**src/rtl/rbsi_pkg.sv**
```systemverilog
// Types and constants of the ray versus box slab test.
// No dependencies; used by every rbsi module and the top level.
package rbsi_pkg;

  localparam int COORD_W       = 32;
  localparam int FRAC_BITS_DEF = 16;
  localparam int DIST_W        = 31;
  localparam int NUM_W         = COORD_W + 2;
  localparam int MAG_W         = COORD_W + 1;
  localparam int CMP_W         = (COORD_W - 1 > DIST_W) ? COORD_W - 1 : DIST_W;
  localparam int CFG_IDX_W     = 3;
  localparam int CFG_DATA_W    = 32;

  typedef logic signed [COORD_W-1:0] coord_t;
  typedef logic [COORD_W-2:0]        half_t;
  typedef logic signed [NUM_W-1:0]   num_t;
  typedef logic [MAG_W-1:0]          mag_t;
  typedef logic [COORD_W-1:0]        den_t;
  typedef logic [DIST_W-1:0]         dist_t;

  localparam coord_t COORD_MAX = coord_t'({1'b0, {(COORD_W-1){1'b1}}});
  localparam coord_t COORD_MIN = coord_t'({1'b1, {(COORD_W-1){1'b0}}});
  localparam dist_t  DIST_MAX  = {DIST_W{1'b1}};

  typedef enum logic [CFG_IDX_W-1:0] {
    REG_CENTER_X = 3'd0,
    REG_CENTER_Y = 3'd1,
    REG_CENTER_Z = 3'd2,
    REG_HALF_X   = 3'd3,
    REG_HALF_Y   = 3'd4,
    REG_HALF_Z   = 3'd5
  } cfg_reg_e;

  typedef struct packed {
    coord_t origin_x;
    coord_t origin_y;
    coord_t origin_z;
    coord_t dir_x;
    coord_t dir_y;
    coord_t dir_z;
    dist_t  max_distance;
  } ray_t;

  typedef struct packed {
    logic  hit;
    dist_t distance;
  } result_t;

  typedef struct packed {
    coord_t [2:0] center;
    half_t  [2:0] half;
  } box_t;

  typedef struct packed {
    num_t   [2:0] lo;
    num_t   [2:0] hi;
    coord_t [2:0] dir;
    dist_t        limit;
  } sa_t;

  typedef struct packed {
    mag_t [2:0] alo;
    mag_t [2:0] ahi;
    den_t [2:0] ad;
    logic [2:0] nlo;
    logic [2:0] nhi;
    logic [2:0] dzero;
    logic [2:0] in_slab;
    dist_t      limit;
  } sb_t;

  typedef struct packed {
    den_t               den;
    den_t               rem;
    logic [COORD_W-2:0] low;
    logic [COORD_W-2:0] quo;
    logic               neg;
    logic               ovf;
  } div_lane_t;

  typedef struct packed {
    div_lane_t [5:0] lane;
    logic [2:0]      dzero;
    logic [2:0]      in_slab;
    dist_t           limit;
  } div_item_t;

  typedef struct packed {
    coord_t [5:0] t;
    logic [2:0]   dzero;
    logic [2:0]   in_slab;
    dist_t        limit;
  } be_t;

  typedef struct packed {
    coord_t [2:0] tmin;
    coord_t [2:0] tmax;
    logic         ok;
    dist_t        limit;
  } bf_t;

  typedef struct packed {
    coord_t enter;
    coord_t leave;
    logic   ok;
    dist_t  limit;
  } bg_t;

endpackage

```
**src/rtl/rbsi_front.sv**
```systemverilog
// Front stages: slab face offsets, magnitudes and signs, divider setup.
// Depends on rbsi_pkg.
module rbsi_front #(
  parameter int FRAC_BITS = rbsi_pkg::FRAC_BITS_DEF
) (
  input  logic                 clk,
  input  logic                 rst,
  input  rbsi_pkg::box_t       box,
  input  logic                 in_valid,
  output logic                 in_ready,
  input  rbsi_pkg::ray_t       in_item,
  output logic                 out_valid,
  input  logic                 out_ready,
  output rbsi_pkg::div_item_t  out_item
);
  localparam int CW    = rbsi_pkg::COORD_W;
  localparam int NW    = rbsi_pkg::NUM_W;
  localparam int MW    = rbsi_pkg::MAG_W;
  localparam int SHIFT = CW - 1 - FRAC_BITS;

  rbsi_pkg::coord_t [2:0] org;
  rbsi_pkg::coord_t [2:0] dir;
  rbsi_pkg::sa_t          a, a_next;
  rbsi_pkg::sb_t          b, b_next;
  rbsi_pkg::div_item_t    c_next;
  logic                   a_valid, b_valid, c_valid;
  logic                   a_ready, b_ready, c_ready;
  rbsi_pkg::mag_t         m, rinit;

  assign org = {in_item.origin_z, in_item.origin_y, in_item.origin_x};
  assign dir = {in_item.dir_z, in_item.dir_y, in_item.dir_x};

  assign c_ready  = !c_valid || out_ready;
  assign b_ready  = !b_valid || c_ready;
  assign a_ready  = !a_valid || b_ready;
  assign in_ready = a_ready;

  always_comb begin
    a_next = '0;
    for (int i = 0; i < 3; i++) begin
      a_next.lo[i] = NW'($signed(box.center[i])) - NW'(box.half[i]) - NW'($signed(org[i]));
      a_next.hi[i] = NW'($signed(box.center[i])) + NW'(box.half[i]) - NW'($signed(org[i]));
      a_next.dir[i] = dir[i];
    end
    a_next.limit = in_item.max_distance;
  end

  always_comb begin
    b_next = '0;
    for (int i = 0; i < 3; i++) begin
      b_next.alo[i]     = MW'(a.lo[i][NW-1] ? -a.lo[i] : a.lo[i]);
      b_next.ahi[i]     = MW'(a.hi[i][NW-1] ? -a.hi[i] : a.hi[i]);
      b_next.ad[i]      = a.dir[i][CW-1] ? -a.dir[i] : a.dir[i];
      b_next.nlo[i]     = a.lo[i][NW-1] ^ a.dir[i][CW-1];
      b_next.nhi[i]     = a.hi[i][NW-1] ^ a.dir[i][CW-1];
      b_next.dzero[i]   = (a.dir[i] == '0);
      b_next.in_slab[i] = (a.lo[i][NW-1] || a.lo[i] == '0) && !a.hi[i][NW-1];
    end
    b_next.limit = a.limit;
  end

  always_comb begin
    c_next = '0;
    m      = '0;
    rinit  = '0;
    for (int k = 0; k < 6; k++) begin
      m     = (k % 2 == 0) ? b.alo[k/2] : b.ahi[k/2];
      rinit = m >> SHIFT;
      c_next.lane[k].den = b.ad[k/2];
      c_next.lane[k].rem = CW'(rinit);
      c_next.lane[k].low = (CW-1)'(m << FRAC_BITS);
      c_next.lane[k].quo = '0;
      c_next.lane[k].neg = (k % 2 == 0) ? b.nlo[k/2] : b.nhi[k/2];
      c_next.lane[k].ovf = (rinit >= MW'(b.ad[k/2]));
    end
    c_next.dzero   = b.dzero;
    c_next.in_slab = b.in_slab;
    c_next.limit   = b.limit;
  end

  always_ff @(posedge clk) begin
    if (rst) begin
      a_valid <= 1'b0;
      b_valid <= 1'b0;
      c_valid <= 1'b0;
    end else begin
      if (a_ready) a_valid <= in_valid;
      if (b_ready) b_valid <= a_valid;
      if (c_ready) c_valid <= b_valid;
    end
  end

  always_ff @(posedge clk) begin
    if (a_ready) a <= a_next;
    if (b_ready) b <= b_next;
    if (c_ready) out_item <= c_next;
  end

  assign out_valid = c_valid;

endmodule

```
**config.mk**
```make
export PLATFORM = sky130hd
export DESIGN_NAME = rbsi_front
export DESIGN_NICKNAME = d
export VERILOG_FILES = /design/src/rtl/rbsi_pkg.sv /design/src/rtl/rbsi_front.sv
export SDC_FILE = /design/constraint.sdc
export NUM_CORES = 2
export LEC_CHECK = 0
export BUFFER_PORTS_ARGS = -buffer_cell sky130_fd_sc_hd__buf_2
export CORE_AREA = 10 10 465 467
export CTS_CLUSTER_SIZE = 14
export DETAILED_ROUTE_END_ITERATION = 6
export DIE_AREA = 0 0 475 477
export GPL_TIMING_DRIVEN = 0
export SLEW_MARGIN = 20
export SYNTH_ARGS = -nofsm -noshare
export SYNTH_HDL_FRONTEND = slang
export SYNTH_SLANG_ARGS = --single-unit
```
**constraint.sdc**
```tcl
create_clock -name clk -period 8.15 [get_ports clk]
set_clock_uncertainty 0.05 [all_clocks]
set_input_delay 0.4075 -clock clk [delete_from_list [all_inputs] [get_ports clk]]
set_output_delay 0.4075 -clock clk [all_outputs]
set_load 0.01 [all_outputs]
```
# After elaboration in Yosys (flattened, before gate mapping)
# Cells that the tools add are included.
[word_totals]
ff_bits = 1014
in_bits = 416
output_inout_bits = 807
wordCells = 123
[op_classes]
addsub = 21
order_cmp = 6
mux = 9
bitwise = 6
n_reduce_logical = 21
[ops]
columns = ["cell", "count"]
rows = [
  ["subtractor 33 x 32 -> 34 bit", 6],
  ["2-to-1 mux 33 bit", 6],
  ["negator 33 bit", 6],
  ["greater-or-equal comparator 18 x 32 -> 1 bit", 6],
  ["zero test 34 bit", 3],
  ["adder 32 x 32 -> 33 bit", 3],
  ["subtractor 32 x 32 -> 33 bit", 3],
  ["zero test 32 bit", 3],
  ["negator 32 bit", 3],
  ["2-to-1 mux 31 bit", 3],
  ["zero test 1 bit", 6],
  ["logical OR 1 bit", 6],
  ["bitwise XOR 1 bit", 6],
  ["logical AND 1 bit", 3],
]

# Depth between registers and ports, before layout
[logic_depth]
ltp_word = 4
mapped_depth = 16
mapped_depth_nobuf = 16

# Worst setup path before layout
# OpenSTA, ideal clock, no wires.
[synth_timing]
kind = "input -> register"
startpoint = "input port out_ready"
endpoint = "register a[0] (netlist bit), enable pin"
setup_ns = 2.496
arrival_ns = 6.169
required_ns = 5.604
path_slack_ns = -0.565
cell_stages = 3
path_buffers = 0
cell_sequence = "nor2b_1 > and2_1 > nand2_1"
[synth_via]
elab_chain_len = 3
[synth_rtl]
columns = ["element", "line_no", "rtl"]
rows = [
  ["from (decl)", "rbsi_front.sv:13", "input logic out_ready,"],
  ["logical OR 1 bit", "rbsi_front.sv:33", "assign c_ready = !c_valid || out_ready;"],
  ["logical OR 1 bit", "rbsi_front.sv:34", "assign b_ready = !b_valid || c_ready;"],
  ["logical OR 1 bit", "rbsi_front.sv:35", "assign a_ready = !a_valid || b_ready;"],
  ["via in_ready", "rbsi_front.sv:10", "output logic in_ready,"],
  ["to (signal assigned)", "rbsi_front.sv:94", "if (a_ready) a <= a_next;"],
  ["to (decl)", "rbsi_front.sv:23", "rbsi_pkg::sa_t a, a_next;"],
]
# The timed path passes the listed nets, and every way through them passes these cells.
# A chain may end at the register's enable or synchronous reset.

==> metrics.txt <==
status finished, final reports clean; cell at the slowest stage of the critical path a2111oi_0; gp weighted congestion 0.935; Reg area 30,400 um2; endpoints failing hold 0; core area 206,000 um2; post-synthesis average cell area 12.3 um2; cell-by-cell trace of the critical path dlygate4sd3_1 > buf_2 > inv_1 > fa_1 > inv_1 > fa_1 > a211o_1 > a21oi_1 > o211ai_1 > a2111oi_0 > o21ai_0 > a31oi_1 > o21ai_0 > a221o_1 > o221ai_1 > xor2_1; Total Routing Usage GR between 10% and 20%; H-tree depth 3; via count 39.4k; Core Util, Final 34.9%; Slew Viols, Final 0; cell count after synthesis 4,681; asr flop ratio synth 0%; Tightest Pin Transition approximately 1.0 ns; post-synthesis sequential area ratio a little over half; initial antenna violation count 39; DR WL met2 approximately 96,000 um; GRT overflow 0; number of synthesized flops with an enable pin 1,011; Fillers 20.3k; die area 227,000 um2; Hold Crit Class in2reg; Tmin final between 4 and 5 ns; complex-gate fraction of the synthesized area under 10%; Num CTS Buffers between 100 and 150; Longest Clk Path Bufs 3; vias in the first global route around 40k; Synth Area in Adders 13.6%; fmax 0.207 GHz; cell count after placement 8,618; drt initial violations 2,708; Vert. Die Dim between 400 and 500 um; startpoint types input pin; period utilization 59.3%; Final HPWL DP 164,000 um; Static Leak 0.0322 uW; routed len/inst 22.0 um; Post-synth top flop edfxtp_1; slowest stage delay, CP 0.77 ns; Clock Pin Slew Worst Setup and Hold Paths roughly 0.06 ns; Top Layer Used met5; Residual DRC 0; Crit Path Category in2reg; mux contribution to synthesized area 0%; critical path arrival 5.29 ns; die width roughly 480 um; CP max FO 4; FP Rows 167; layout net count between 7k and 8k; area added between synthesis and finish 25.2%; IO Count 1,223; post-DR vias/cell 4.40; Initial Util 27.9%; hold slack between 0.1 and 0.15 ns; wl on met1 79,100 um; Peak supply drop 0.206 mV; Max Cap Violations 0; multi-input logic area 22,500 um2; synth unique cells 77; Post-DRT Antenna Nets 0; Detailed Routing Iterations Pass 1 5; Ys Warns 0; largest net degree at the start of global routing 106; crit end category flip-flop; cells taking the most area after synthesis edfxtp_1, ha_1, fa_1; RSZ-0062 raised after global routing no; first-pass GRT wire length about 280,000 um; XOR/XNOR Fraction of Synth Area 6.96%; CTS tree yes; setup violators final 0; Synth Area in Simple Gates 6.35%; synthesized flop and latch total 1,014; metal3 WL ~13,000 um; PD cells 283 nW/um2; Rel. slew slack 31.0%; Worst Path Buf+Inv 4; Clock Latency Late Sink ~0.76 ns; Critical Path RT 8.60 ns; Finished Layout Cells between 8k and 9k; number of port buffers around 860; CTS sink cnt 1,014; Synth top area share 52.7%; CTS Root Cell clkbuf_16; dominant cell type by area after synthesis edfxtp_1; share of cells above drive strength 1 24.8%; cell family with the largest share of critical-path delay compound AO/OA/AOI/OAI gates; largest family of logic cells by synthesized area adder cells; Synth Cell Area approximately 58,000 um2; final wirelength 197,000 um
cell families (layout without fill, tap and decap cells):
kind of cell,Yosys count,count (layout)
AND/OR/NAND/NOR,688,688
buffers and inverters,1139,2349
AO/OA/AOI/OAI,865,865
flip-flops,1014,1014
XOR/XNOR,458,458
adder cells (fa/ha/maj),516,516
other,1,376
cells in the mapped netlist, types with 9 or more instances:
| cell | instances |
|---|---|
| a2111oi_0 | 9 |
| a211oi_1 | 24 |
| a21o_1 | 135 |
| a21oi_1 | 219 |
| a221oi_1 | 10 |
| a31oi_1 | 28 |
| and3_1 | 26 |
| buf_4 | 463 |
| clkbuf_1 | 66 |
| edfxtp_1 | 1011 |
| fa_1 | 186 |
| ha_1 | 330 |
| inv_1 | 606 |
| nand2_1 | 166 |
| nand2b_1 | 50 |
| nand3_1 | 40 |
| nand4_1 | 36 |
| nor2_1 | 126 |
| nor2b_1 | 43 |
| nor3_1 | 34 |
| nor4_1 | 20 |
| o211ai_1 | 15 |
| o21a_1 | 28 |
| o21ai_0 | 196 |
| o21bai_1 | 22 |
| o31ai_1 | 69 |
| o41ai_1 | 42 |
| or2_2 | 19 |
| or3_1 | 41 |
| or4_1 | 39 |
| xnor2_1 | 380 |
| xor2_1 | 78 |
cells in the final DEF (no fill, tap or decap), types with 24 or more instances in the layout:
master | Yosys | final
o31ai_1 | 69 | 69
dlygate4sd3_1 | 0 | 133
inv_1 | 606 | 604
nand4_1 | 36 | 36
xor2_1 | 78 | 78
o21ai_0 | 196 | 196
or4_1 | 39 | 39
nor3_1 | 34 | 34
nor2b_1 | 43 | 43
a21o_1 | 135 | 135
a21oi_1 | 219 | 219
nand2b_1 | 50 | 50
or3_1 | 41 | 41
buf_2 | 1 | 857
a211oi_1 | 24 | 24
edfxtp_1 | 1011 | 1011
nand3_1 | 40 | 40
clkbuf_16 | 0 | 114
fa_1 | 186 | 186
clkbuf_1 | 66 | 85
xnor2_1 | 380 | 380
o41ai_1 | 42 | 42
nand2_1 | 166 | 165
conb_1 | 1 | 366
buf_4 | 463 | 463
ha_1 | 330 | 330
a31oi_1 | 28 | 28
nor2_1 | 126 | 126
o21a_1 | 28 | 28
and3_1 | 26 | 26
sequential cells by signal (all words and copies together), names as in the netlist:
name,flops
a,331
a_valid,1
b,304
b_valid,1
m,33
out_item,343
out_valid,1
per-layer routing:
metal	track usage [%]	vias to the layer above
met4	7.49	4
met3	3.20	316
met1	20.0	19000
li1	-	18600
met5	0	-
met2	28.7	1476
tightest hold or removal path: cells and delay by family:
kind,cells,cell delay [ns]
fa+ha+maj,1,0.19
buf+inv,1,0.09
xor+xnor,1,0.08
final timing paths:
| check | startpoint | end | cells after the start | slack, ns |
|---|---|---|---|---|
| worst max-delay path | box[126] | a[193] | 16 | 3.32 |
| worst min-delay path | in_item[222] | a[159] | 3 | 0.12 |
| worst max register to register | a[134] | b[170] | 9 | 4.37 |
| worst min register to register | a[30] | b[30] | 0 | 0.34 |
power breakdown:
part | total, uW | switching (uW) | internal (uW) | leakage [uW]
Clock | 5220 | 2250 | 2960 | 0.00181
Combinational | 5900 | 3430 | 2470 | 0.0196
Sequential | 9280 | 1280 | 8000 | 0.0107
metrics by stage:
stage               setup WS (ns)  power [uW]  setup TNS [ns]  cell area (um2)
finish                       3.32       20400               0            72100
global route                 3.06       21600               0            72100
CTS                          3.40       20700               0            72100
detailed placement           3.14       15300               0            67000
global placement            -4.46       15200        -2950.37            66600
floorplan                   0.237       12400               0            59000
area by class of cell:
cell class / count / area share (%)
Sequential cell: 1014 / 42.2
Multi-Input combinational cell: 2893 / 31.3
Timing Repair Buffer: 1001 / 8.25
Buffer: 533 / 5.20
Tap cell: 2704 / 4.69
Clock buffer: 133 / 4.05
Inverter: 606 / 3.18
Clock inverter: 76 / 1.15
Antenna cell: 10 / 0.0347
what timing repair did:
action | 4_1_cts | 5_1_grt
endpoints found under the setup margin | 0 | 0
setup buffers | 0 | 0
resized for setup | 0 | 0
hold buffers | 133 | 0
hold endpoints to repair | 133 | 0
Note: power is estimated with default switching activity, not from simulation.
