### src/rtl/rbsi_pkg.sv
// Types and constants of the ray versus box slab test.
// No dependencies; used by every rbsi module and the top level.
package rbsi_pkg;

  localparam int COORD_W       = 32;
  localparam int FRAC_BITS_DEF = 16;
  localparam int DIST_W        = 31;
  localparam int NUM_W         = COORD_W + 2;
  localparam int MAG_W         = COORD_W + 1;
  localparam int CMP_W         = (COORD_W - 1 > DIST_W) ? COORD_W - 1 : DIST_W;
  localparam int CFG_IDX_W     = 3;
  localparam int CFG_DATA_W    = 32;

  typedef logic signed [COORD_W-1:0] coord_t;
  typedef logic [COORD_W-2:0]        half_t;
  typedef logic signed [NUM_W-1:0]   num_t;
  typedef logic [MAG_W-1:0]          mag_t;
  typedef logic [COORD_W-1:0]        den_t;
  typedef logic [DIST_W-1:0]         dist_t;

  localparam coord_t COORD_MAX = coord_t'({1'b0, {(COORD_W-1){1'b1}}});
  localparam coord_t COORD_MIN = coord_t'({1'b1, {(COORD_W-1){1'b0}}});
  localparam dist_t  DIST_MAX  = {DIST_W{1'b1}};

  typedef enum logic [CFG_IDX_W-1:0] {
    REG_CENTER_X = 3'd0,
    REG_CENTER_Y = 3'd1,
    REG_CENTER_Z = 3'd2,
    REG_HALF_X   = 3'd3,
    REG_HALF_Y   = 3'd4,
    REG_HALF_Z   = 3'd5
  } cfg_reg_e;

  typedef struct packed {
    coord_t origin_x;
    coord_t origin_y;
    coord_t origin_z;
    coord_t dir_x;
    coord_t dir_y;
    coord_t dir_z;
    dist_t  max_distance;
  } ray_t;

  typedef struct packed {
    logic  hit;
    dist_t distance;
  } result_t;

  typedef struct packed {
    coord_t [2:0] center;
    half_t  [2:0] half;
  } box_t;

  typedef struct packed {
    num_t   [2:0] lo;
    num_t   [2:0] hi;
    coord_t [2:0] dir;
    dist_t        limit;
  } sa_t;

  typedef struct packed {
    mag_t [2:0] alo;
    mag_t [2:0] ahi;
    den_t [2:0] ad;
    logic [2:0] nlo;
    logic [2:0] nhi;
    logic [2:0] dzero;
    logic [2:0] in_slab;
    dist_t      limit;
  } sb_t;

  typedef struct packed {
    den_t               den;
    den_t               rem;
    logic [COORD_W-2:0] low;
    logic [COORD_W-2:0] quo;
    logic               neg;
    logic               ovf;
  } div_lane_t;

  typedef struct packed {
    div_lane_t [5:0] lane;
    logic [2:0]      dzero;
    logic [2:0]      in_slab;
    dist_t           limit;
  } div_item_t;

  typedef struct packed {
    coord_t [5:0] t;
    logic [2:0]   dzero;
    logic [2:0]   in_slab;
    dist_t        limit;
  } be_t;

  typedef struct packed {
    coord_t [2:0] tmin;
    coord_t [2:0] tmax;
    logic         ok;
    dist_t        limit;
  } bf_t;

  typedef struct packed {
    coord_t enter;
    coord_t leave;
    logic   ok;
    dist_t  limit;
  } bg_t;

endpackage

### src/rtl/rbsi_div_step.sv
// One restoring division step for all six slab quotients.
// Depends on rbsi_pkg.
module rbsi_div_step (
  input  logic                clk,
  input  logic                rst,
  input  logic                in_valid,
  output logic                in_ready,
  input  rbsi_pkg::div_item_t in_item,
  output logic                out_valid,
  input  logic                out_ready,
  output rbsi_pkg::div_item_t out_item
);
  localparam int CW = rbsi_pkg::COORD_W;

  rbsi_pkg::div_item_t item_next;
  logic [CW:0]         rs;
  logic                ge;

  assign in_ready = !out_valid || out_ready;

  always_comb begin
    item_next = in_item;
    rs = '0;
    ge = 1'b0;
    for (int k = 0; k < 6; k++) begin
      rs = {in_item.lane[k].rem, in_item.lane[k].low[CW-2]};
      ge = (rs >= {1'b0, in_item.lane[k].den});
      item_next.lane[k].rem = ge ? CW'(rs - {1'b0, in_item.lane[k].den}) : CW'(rs);
      item_next.lane[k].low = {in_item.lane[k].low[CW-3:0], 1'b0};
      item_next.lane[k].quo = {in_item.lane[k].quo[CW-3:0], ge};
    end
  end

  always_ff @(posedge clk) begin
    if (rst) begin
      out_valid <= 1'b0;
    end else if (in_ready) begin
      out_valid <= in_valid;
    end
  end

  always_ff @(posedge clk) begin
    if (in_ready) out_item <= item_next;
  end

endmodule

### config.mk
export PLATFORM = sky130hd
export DESIGN_NAME = rbsi_div_step
export DESIGN_NICKNAME = d
export VERILOG_FILES = /design/src/rtl/rbsi_pkg.sv /design/src/rtl/rbsi_div_step.sv
export SDC_FILE = /design/constraint.sdc
export NUM_CORES = 1
export LEC_CHECK = 0
export BUFFER_PORTS_ARGS = -buffer_cell sky130_fd_sc_hd__buf_2
export CAP_MARGIN = 5
export CORE_AREA = 5 5 623 625
export DETAILED_ROUTE_END_ITERATION = 12
export DIE_AREA = 0 0 628 630
export PLACE_DENSITY = 0.3
export RECOVER_POWER = 100
export SETUP_SLACK_MARGIN = 0.05
export SYNTH_ARGS = -nofsm -noshare
export SYNTH_HDL_FRONTEND = slang
export SYNTH_SLANG_ARGS = --single-unit
### constraint.sdc
create_clock -name clk -period 86.5 [get_ports clk]
set_input_delay 17.3 -clock clk [delete_from_list [all_inputs] [get_ports clk]]
set_output_delay 17.3 -clock clk [all_outputs]
set_load 0.02 [all_outputs]
### After elaboration in Yosys (flattened, before gate mapping)

Cells that the tools add are included.

* register bits after elaboration: 800
* ROM bits: 0
* bits in latches: 0
* memories: 0
* bits in writable memories: 0

* multiply operators: 0
* $add $sub $neg: 6
* shift-type cells: 0
* divide/modulo/power cells: 0
* eq/ne operators: 0
* reduce and logical (&&, ||, !) cells: 2
* muxes and demuxes: 6
* bitwise logic cells: 0
* order comparisons: 6

Operators by type and width (number)
* 33-bit by 32-bit >= comparator with 1-bit output: 6
* 32-bit 2-to-1 mux: 6
* 32-bit subtractor: 6
* 1-bit logical NOT: 1
* 1-bit logical OR: 1

### Depth between registers and ports, before layout

Gate-level depths: netlist of run 1.

* depth after elaboration: 2
* mapped depth: 15
* gate-level depth less buffers: 12

### Worst setup path before layout of run 1

OpenSTA, ideal clock, no wires.

* path kind: input -> output
* start point: input out_ready
* end point: output in_ready
* cell stages on the path: 1
* arrival: 36.462 ns
* setup slack: 32.738 ns
* path buffers: 0
* path through: nand2b_1

* cells in the longest elaborated chain, start to end: 1

RTL lines
* start, declared: RTL line rbsi_div_step.sv:10 `input logic out_ready,`
* 1-bit logical OR: RTL line rbsi_div_step.sv:19 `assign in_ready = !out_valid || out_ready;`
* end, declared: RTL line rbsi_div_step.sv:7 `output logic in_ready,`

No other way between the ends.

### Final worst setup path of run 1

Same ends and word-level chain as after synthesis.

==> flow_results.org, run 1 <==
** GRT
- Entering global routing, the biggest net connects between 80 and 90 pins.
- Global routing consumed, over all layers together, around 14% of the routing resources.
- Global routing finished with a remaining overflow of 0.
- The via count of the first global-routing pass came to ~32k.
- The initial antenna violation count was 220.
- The first global-routing pass estimated ~360000 um of wire.

** Critical path
- Capturing element type of the critical path :: output port
- Along the worst path, the maximum fanout reaches 40.
- Startpoint kind of the worst setup timing path :: input port
- Measured in cells, the most critical reg-to-reg path has a length of 8.
- CP Class :: input port to output port
- The critical path goes through buf_2 > nand2b_1 > clkbuf_1.
- Data on the critical path is required at its endpoint by approximately 69 ns.
- Critical path data arrival time :: approximately 19 ns
- Maximum single-stage delay on the critical path :: between 1.5 and 2 ns
- CP max stage cell :: sky130_fd_sc_hd__nand2b_1

** Timing
- Setup repair after global routing left no endpoint under its margin.
- Post-Route Setup TNS :: 0 ns
- The final-report max-slew violation count is 991.
- Worst Tran Pin Value :: about 4.6 ns
- The clock period could shrink to approximately 37 ns.
- Setup violations remaining at the end of the flow were counted as 0.
- Final Hold Fails :: 0
- Post-route clock period utilization :: roughly 42%
- Max Fclk :: around 0.027 GHz
- Minimum hold slack :: 2.05 ns
- Between clock sinks in the finished design, the worst skew comes to between 0.05 and 0.06 ns.
- Measured against its own limit, the worst slew margin works out to -209%.

** Clock network
- Clock tree synthesis selected as its root buffer the cell sky130_fd_sc_hd__clkbuf_16.
- Resized cells post-CTS :: 0
- Inserted Clock Buffers :: 117
- CTS tree :: done
- Buffers inserted during post-CTS setup optimization :: 0
- CTS built an H-tree with a depth of 3.
- Worst-Skew Late Latency :: 0.87 ns
- Number of hold buffers added after CTS :: 0
- Maximum count of clock buffers along a single path :: 4
- After clock tree synthesis, the clock-pin slew on the worst setup and hold paths is ~0.060 ns.
- Clock tree synthesis found a total of 800 sinks.

** Floorplan
- The floorplan step defined a core boundary enclosing roughly 380000 um2.
- The initial utilization of the core area, before any placement, comes to roughly a tenth.
- Row count :: around 230
- For this design the top-level I/O count stands at 1616.
- DIE HEIGHT :: roughly 630 um
- Die ar. :: between 300000 and 400000 um2
- The die is ~630 um wide.

** Pwr
- The analysis attributes to cell leakage a power of 20.4 nW.
- IR analysis of the VDD net gives a maximum drop of around 15 uV.
- Power per standard cell area :: 23.2 nW/um2

** Drt
- Total wirelength of the detailed-routed design :: ~290000 um
- Post-DR vias/cell :: approximately 3.3
- Number of routed nets with antenna violations :: 0
- The first TritonRoute pass finished after 5 iterations.
- Vias :: around 32k
- After detailed routing, the average wire length per cell comes to around 30 um.
- Count of routing violations after the opening detailed-route iteration :: between 1.5k and 2k
- For this run, design rule violations remaining after detail routing come to 0.

** Place
- Once detailed placement completed, the half-perimeter wirelength came to 252000 um.
- Quantity of I/O buffers inserted on ports :: 1603
- The placed instances occupy a cell area of 51900 um2.
- Last weighted congestion value of the routability-driven placer :: around 0.89

** Outcome
- The run finished, with violations left.
- The checks that failed: max-capacitance violations, max-slew violations.

** Synth
- Synth Instances :: around 2.8k
- Area share of the largest cell type after synthesis :: a little under two thirds
- Top cells by area in the synthesized netlist :: sky130_fd_sc_hd__edfxtp_1, sky130_fd_sc_hd__ha_1, sky130_fd_sc_hd__mux2_2, sky130_fd_sc_hd__inv_1, sky130_fd_sc_hd__a21oi_1
- For this run, the register share of the synthesized area comes to a little under two thirds.
- The biggest area contributor in the post-synthesis netlist is sky130_fd_sc_hd__edfxtp_1.
- In this run, synthesis inferred ~800 flip-flops with an integrated enable.
- Cell area after synthesis :: 37600 um2
- Average footprint of a synthesized cell :: around 13 um2
- For this run, asynchronously set or reset flops after synthesis account for 0%.
- Yosys printed 0 warnings.
- Synthesis inferred 800 register bits.
- The synthesized netlist contains 86 unique library cells.
- In the synthesized netlist the dominant register cell turns out to be sky130_fd_sc_hd__edfxtp_1.

** Layout
- The area growth from synthesis to layout is 43.9%.
- Cells with a size suffix above 1 make up a little under a fifth of the layout.
- Area taken by flip-flops and latches :: roughly 24000 um2
- After the last flow step, the layout net total stands at around 5.5k.
- The finished cells cover 54100 um2.
- Area of the multi-input gates :: between 10000 and 15000 um2
- After filler insertion, the fill cell instance count of the layout stands at around 44k.

** Worst hold path
- Kind of path behind the tightest hold check :: register to register
- Counting instances, the worst hold path has a depth of 1.

** Run
- Number of maximum-capacitance violations :: 23
## stage by stage
step	total power, mW	util (%)	instances	worst slack, ns
2_1_floorplan	0.656	-	2797	32.74
3_5_place_dp	0.801	13.6	9395	50.95
6_report	1.26	14.2	9624	49.78
3_3_place_gp	0.803	13.6	9395	50.95
4_1_cts	1.31	14.6	9602	50.95
5_1_grt	1.32	14.2	9610	49.67
## sequential cells by signal (all words and copies together) (netlist names)
name       count
out_valid      1
out_item     799
## Yosys cell counts (16+ instances only)
library cell,count
sky130_fd_sc_hd__nor3_1,32
sky130_fd_sc_hd__and2_1,22
sky130_fd_sc_hd__o21ai_0,101
sky130_fd_sc_hd__o21a_1,35
sky130_fd_sc_hd__a21oi_1,191
sky130_fd_sc_hd__nand2_1,112
sky130_fd_sc_hd__mux2_2,94
sky130_fd_sc_hd__nand3_1,53
sky130_fd_sc_hd__a21o_1,106
sky130_fd_sc_hd__nand2b_1,16
sky130_fd_sc_hd__nand4_1,27
sky130_fd_sc_hd__edfxtp_1,799
sky130_fd_sc_hd__nor2_1,167
sky130_fd_sc_hd__a31oi_1,25
sky130_fd_sc_hd__o21bai_1,22
sky130_fd_sc_hd__clkbuf_1,42
sky130_fd_sc_hd__mux2_4,29
sky130_fd_sc_hd__xor2_1,48
sky130_fd_sc_hd__and3_1,28
sky130_fd_sc_hd__inv_1,255
sky130_fd_sc_hd__nor2b_1,28
sky130_fd_sc_hd__xnor2_1,102
sky130_fd_sc_hd__ha_1,192
## power breakdown
| group | internal (mW) | leakage (nW) | switching (mW) |
|---|---|---|---|
| combinational | 0.0754 | 10.3 | 0.202 |
| clock | 0.280 | 1.79 | 0.205 |
| sequential | 0.476 | 8.28 | 0.0171 |
## critical path: cells and delay by family
family / cells / cell delay [ns]
and+or+nand+nor: 1 / 1.68
buffers and inverters: 2 / 0.42
## path summary, 6_finish.rpt
kind	slack, ns	to	startpoint
hold reg to reg	2.05	out_item[794]	out_valid
setup reg to reg	69.44	out_item[656]	out_valid
setup / recovery	49.78	in_ready	out_ready
hold / removal	2.05	out_item[794]	out_valid
## logic make-up after synthesis
logic type	after synthesis	share of synthesized area, %
AOI/OAI and AO/OA	635	11.1
xor gates and xnor gates	150	3.49
adders and majority gates	198	6.71
buffers and inverters	328	3.49
DFF	800	63.8
muxes	134	4.27
other	1	0.00997
and+or+nand+nor	546	7.11
## cell usage in the layout (no fill, tap or decap), types with 16 or more instances in the layout
| cell type | count |
|---|---|
| sky130_fd_sc_hd__nand2b_1 | 16 |
| sky130_fd_sc_hd__or3_1 | 16 |
| sky130_fd_sc_hd__diode_2 | 22 |
| sky130_fd_sc_hd__xor2_1 | 48 |
| sky130_fd_sc_hd__mux2_1 | 55 |
| sky130_fd_sc_hd__clkbuf_1 | 1068 |
| sky130_fd_sc_hd__o21ai_0 | 106 |
| sky130_fd_sc_hd__clkinv_1 | 19 |
| sky130_fd_sc_hd__a21oi_1 | 192 |
| sky130_fd_sc_hd__o21a_1 | 35 |
| sky130_fd_sc_hd__buf_2 | 570 |
| sky130_fd_sc_hd__and2_1 | 22 |
| sky130_fd_sc_hd__a31oi_1 | 26 |
| sky130_fd_sc_hd__nand4_1 | 27 |
| sky130_fd_sc_hd__nand2_1 | 112 |
| sky130_fd_sc_hd__edfxtp_1 | 799 |
| sky130_fd_sc_hd__nor2b_1 | 28 |
| sky130_fd_sc_hd__a21o_1 | 106 |
| sky130_fd_sc_hd__mux2_2 | 67 |
| sky130_fd_sc_hd__clkbuf_16 | 117 |
| sky130_fd_sc_hd__and3_1 | 28 |
| sky130_fd_sc_hd__nor2_1 | 167 |
| sky130_fd_sc_hd__xnor2_1 | 102 |
| sky130_fd_sc_hd__nand3_1 | 53 |
| sky130_fd_sc_hd__inv_1 | 257 |
| sky130_fd_sc_hd__o21bai_1 | 22 |
| sky130_fd_sc_hd__nor3_1 | 32 |
| sky130_fd_sc_hd__ha_1 | 192 |
## cell type report
cell class,instances,share of cell area [%]
sequential,800,44.4
multi-input combinational,1669,22.5
timing repair buffer,1630,12.7
tap,5038,11.6
clock buffer,131,5.51
inverter,258,1.79
clock inverter,76,1.42
antenna,22,0.102
## metal layers
metal / global-route usage (%) / wire [um] / up-vias
met2: 23.8 / 138000 / 1551
met3: 5.73 / 28800 / 551
li1: - / - / 13900
met5: 0 / 233 / -
met1: 15.6 / 110000 / 15700
met4: 3.47 / 8980 / 36
Note: power is estimated with default switching activity, not from simulation.
==> inputs of run 2 (changes only) <==
Settings changed: ABC_AREA set to 1, CORE_AREA 5 5 623 625 to 5 5 627 629, DIE_AREA 0 0 628 630 to 0 0 632 634.
Clock period 86.5 ns to 38.1 ns, I/O delays scaled along.
==> run 2 against run 1 <==
Against the previous run:
- the run still ends with max-capacitance violations, max-slew violations left
- clock power is 130% higher
- via count rose by 23%
- largest cell class unchanged
- core utilization up 1.2 points
- register-to-register slack got worse by 50 ns
- sequential power rose by 130%
- combinational power is 120% higher
- routed wire length down 7.8%
- critical endpoint is now out_item[313]
- cell area rose by 9.8%
- critical path type is now input port to register
- final cell count up 23%
- clock skew rose by 0.030 ns
==> flow_results.org, run 2 <==
** Outcome
- The run finished, with violations left.
- Violations in the final reports :: max-capacitance violations, max-slew violations

** Critical path
- The logic depth of the worst register-to-register path was 7 (-1).
- The data arrival time at the worst-slack endpoint came to 25.25 ns (+5.83 ns).
- Top delay family on crit path :: buffers and inverters
- Crit path capture :: out_item[313]
- Number of cells on the critical path :: 9 (+6)
- On the critical path, the stage with the largest delay is an instance of sky130_fd_sc_hd__clkbuf_1.
- Buf+Inv Stages, Crit Path :: 8 (+6)
- Chain of cells forming the critical path :: buf_2 > inv_1 > nand2_1 > clkbuf_1 > clkbuf_1 > clkbuf_1 > clkbuf_1 > buf_4 > buf_4
- The worst setup path is of the input port to register kind.
- Reg-to-reg startpoint :: out_valid
- Among the stages of the critical path, the cell type that occurs most often is sky130_fd_sc_hd__clkbuf_1.
- Capturing element type of the critical path :: register
- Startpoint kind of the worst setup timing path :: input port
- The peak per-stage delay on the critical path came to 4.95 ns (+3.27 ns).
- Reg-to-reg slack, setup :: 19.94 ns (-49.50 ns)
- The worst endpoint required time came to 38.55 ns (-30.65 ns).
- CP Launch Point :: out_ready
- The worst register-to-register path ends at out_item[313].
- The worst-path maximum fanout came to 117 (+190%).

** Synth
- Post-Synth XOR/XNOR Area :: 1.71% (-1.8 points)
- Largest family of logic cells by synthesized area :: simple AND/OR/NAND/NOR gates
- Number of flops mapped to enable cells by yosys :: 799 (unchanged)
- Commonest cells in the synthesized netlist :: sky130_fd_sc_hd__nand2_1, sky130_fd_sc_hd__inv_1, sky130_fd_sc_hd__edfxtp_1
- The most common cell in the synthesized netlist is sky130_fd_sc_hd__nand2_1.
- Synth Instances :: 4801 (+72%)
- The sequential share of the synthesized area is 56.0% (-7.9 points).
- The adder and majority cell fraction of the synthesized area is 5.88% (-0.83 points).
- Asr flop ratio synth :: 0% (unchanged)
- The share of synthesized cell area in and, or, nand and nor gates was 25.3% (+18 points).
- Netlist cell types :: 37 (-57%)
- Total of flip-flops plus latches after synthesis :: 800 (unchanged)
- The area fraction in compound gates after synthesis was 1.67% (-9.4 points).
- The area fraction of the dominant cell type after synthesis is 55.9% (-7.9 points).
- Average footprint of a synthesized cell :: 8.94 um2 (-34%)
- Cell area after synthesis :: 42900 um2 (+14%)
- The most used flip-flop cell after synthesis is sky130_fd_sc_hd__edfxtp_1.
- Mux share of post-synthesis cell area :: 0% (-4.3 points)
- After synthesis, the cell types taking the most area are sky130_fd_sc_hd__edfxtp_1, sky130_fd_sc_hd__nand2_1, sky130_fd_sc_hd__inv_1, sky130_fd_sc_hd__ha_1, sky130_fd_sc_hd__nand3_1.
- The biggest area contributor in the post-synthesis netlist is sky130_fd_sc_hd__edfxtp_1.
- The number of warnings printed during yosys synthesis was 0 (unchanged).

** Timing
- Post-Route Setup TNS :: 0 ns (unchanged)
- For the finished layout, the period the worst path requires is between 20 and 25 ns.
- Max-slew headroom at the worst pin :: -367% (-160 points)
- The final-report max-slew violation count was 974 (-1.7%).
- Max Fclk :: slightly above 0.04 GHz
- Setup repair after global routing missed its margin :: false
- The worst clock skew was 0.0900 ns (+0.0304 ns).
- The number of failing hold endpoints at the final stage was 0 (unchanged).
- Worst Tran Pin Value :: 7.01 ns (+2.38 ns)
- In the finished design, the share of the clock period the worst path needs comes to about two thirds.
- The final setup violation count was 0 (unchanged).

** Drt
- The antenna violation net count after detailed routing is 0 (unchanged).
- Total DRC errors in the routed layout :: 0 (unchanged)
- Post-DR vias/cell :: 3.31 (+0.57%)
- The total wirelength of the detailed-routed design was 264000 um (-7.8%).
- The iteration count of the initial detailed-routing pass is 8 (+3).
- Vias :: 39.1k (+23%)
- Count of routing violations after the opening detailed-route iteration :: 2183 (+13%)
- Detail-routed net length per standard cell :: 22.4 um (-25%)

** Clock network
- The number of gates resized after CTS came to 0 (unchanged).
- Inserted Clock Buffers :: 113 (-3.4%)
- The worst-skew pair later-pin latency is 0.86 ns (about the same).
- Buffers inserted during post-CTS setup optimization :: 0 (unchanged)
- The number of hold buffers added after cts was 0 (unchanged).
- Clock root buffer :: sky130_fd_sc_hd__clkbuf_16
- The clock transition at the register clock pins on the worst setup and hold paths after CTS is 0.06 ns (about the same).
- H-Tree Depth :: 3 (unchanged)
- CTS tree :: done
- The maximum clock insertion buffer count was 4 (unchanged).
- The number of clock sinks is 800 (unchanged).

** Layout
- The area occupied by multi-input gates was 14700 um2 (+21%).
- The final net count came to 7491 (+37%).
- The register with the most flip-flops in the final layout is out_item.
- Leading cell types in the layout, fill and taps excluded :: sky130_fd_sc_hd__nand2_1, sky130_fd_sc_hd__clkbuf_1, sky130_fd_sc_hd__inv_1
- Area delta synth->final :: 38.6%
- Number of fillers in the final layout :: 44.8k (+2.9%)
- The ratio of cells with drive above 1 in the final layout came to 12.3% (-6.1 points).
- Finished Cell Area :: 59400 um2 (+9.8%)
- Area taken by flip-flops and latches :: 24000 um2 (unchanged)
- Number of flip-flops in the largest register :: 799 (unchanged)
- Commonest non-fill, non-tap cell in the layout :: sky130_fd_sc_hd__nand2_1
- The largest registers in the layout are out_item: 799 flops, out_valid: 1 flops.

** Worst hold path
- Hold Path Stages :: 1 (unchanged)
- Kind of path behind the tightest hold check :: register to register

** Floorplan
- Row count :: 229 (+0.88%)
- The count of pins on the block boundary is 1616 (unchanged).
- Area of the core :: 387000 um2 (+1.6%)
- The die outline width was 632 um (+0.64%).
- DIE HEIGHT :: 634 um (+0.63%)
- Die ar. :: 401000 um2 (+1.3%)
- The initial standard-cell utilization of the core came to 11.1% (+1.2 points).

** GRT
- The via count of the first global-routing pass was 39.2k (+22%).
- The global-route usage over all layers came to 12.4% (-1.4 points).
- The maximum number of pins on one net before global-route repair came to 118 (+42%).
- The global-route wire length before repair came to 344000 um (-4.0%).
- Remaining global-route overflow :: 0 (unchanged)
- The initial antenna violation count came to 178 (-19%).

** Place
- Post-Place Cell Area :: 57200 um2 (+10%)
- The global placer's final weighted congestion was 0.893 (+0.11%).
- The post-DP HPWL was 227000 um (-9.8%).
- Quantity of I/O buffers inserted on ports :: 1603 (unchanged)

** Pwr
- Power per standard cell area :: 47.9 nW/um2 (+110%)
- Cell leakage power :: 26.8 nW (+31%)
- The maximum vdd ir drop was 37.8 uV (+150%).

** Run
- The reported max-cap violation count is 21 (-8.7%).
## run 2: cell count changes in the layout (fill, tap and decap cells not counted), sizes merged, moves of 30 or more
cell	delta
a21o	-105
o21a	-35
nand3b	+30
nand2	+1697
o21ai	-99
inv	+692
a21oi	-74
xnor2	-96
mux2	-125
nand3	+315
nor2	+96
xor2	+30
## run 2: stage by stage
stage | utilization, % | instances | power (mW) | setup WS [ns] | hold slack (ns)
2_1_floorplan | - | 4806 | 1.50 | 5.92 | 7.69
3_3_place_gp | 14.8 | 11600 | 1.80 | 21.98 | 1.05
3_5_place_dp | 14.8 | 11600 | 1.80 | 21.98 | 1.04
4_1_cts | 15.7 | 11800 | 2.96 | 21.98 | 1.05
5_1_grt | 15.3 | 11800 | 3.01 | 11.75 | 1.97
6_report | 15.3 | 11800 | 2.85 | 13.30 | 1.82
## run 2: layout make-up
| class | count | area share [%] |
|---|---|---|
| Clock buffer | 131 | 4.90 |
| Sequential cell | 800 | 40.4 |
| Multi-Input combinational cell | 2997 | 24.7 |
| Inverter | 949 | 5.99 |
| Tap cell | 5197 | 10.9 |
| Timing Repair Buffer | 1623 | 11.4 |
| Clock inverter | 73 | 1.50 |
| Antenna cell | 20 | 0.0842 |
## run 2: cells by family after synthesis
kind of cell	after synthesis
buf+inv	1009
compound gates	137
simple gates	2572
xor+xnor	84
other cells	1
flops	800
fa+ha+maj	198
## run 2: layer usage
layer | vias up | GRT usage [%] | wire length [um]
met4 | 18 | 2.87 | 8370
met5 | - | 0 | 102
met3 | 455 | 2.39 | 15600
met1 | 18600 | 14.5 | 104000
li1 | 18600 | - | -
met2 | 1417 | 23.2 | 135000
## run 2: worst min-delay path by stage
stage               from           end  slack (ns)
2_1_floorplan        rst     out_valid        7.69
3_3_place_gp   out_valid  out_item[10]        1.05
3_5_place_dp   out_valid  out_item[10]        1.04
4_1_cts        out_valid  out_item[10]        1.05
5_1_grt        out_valid  out_item[10]        1.97
6_report       out_valid  out_item[10]        1.82
## run 2: where the power goes
| part | switching (mW) | internal (mW) |
|---|---|---|
| combinational | 0.462 | 0.156 |
| clock | 0.450 | 0.663 |
| sequential | 0.0392 | 1.08 |
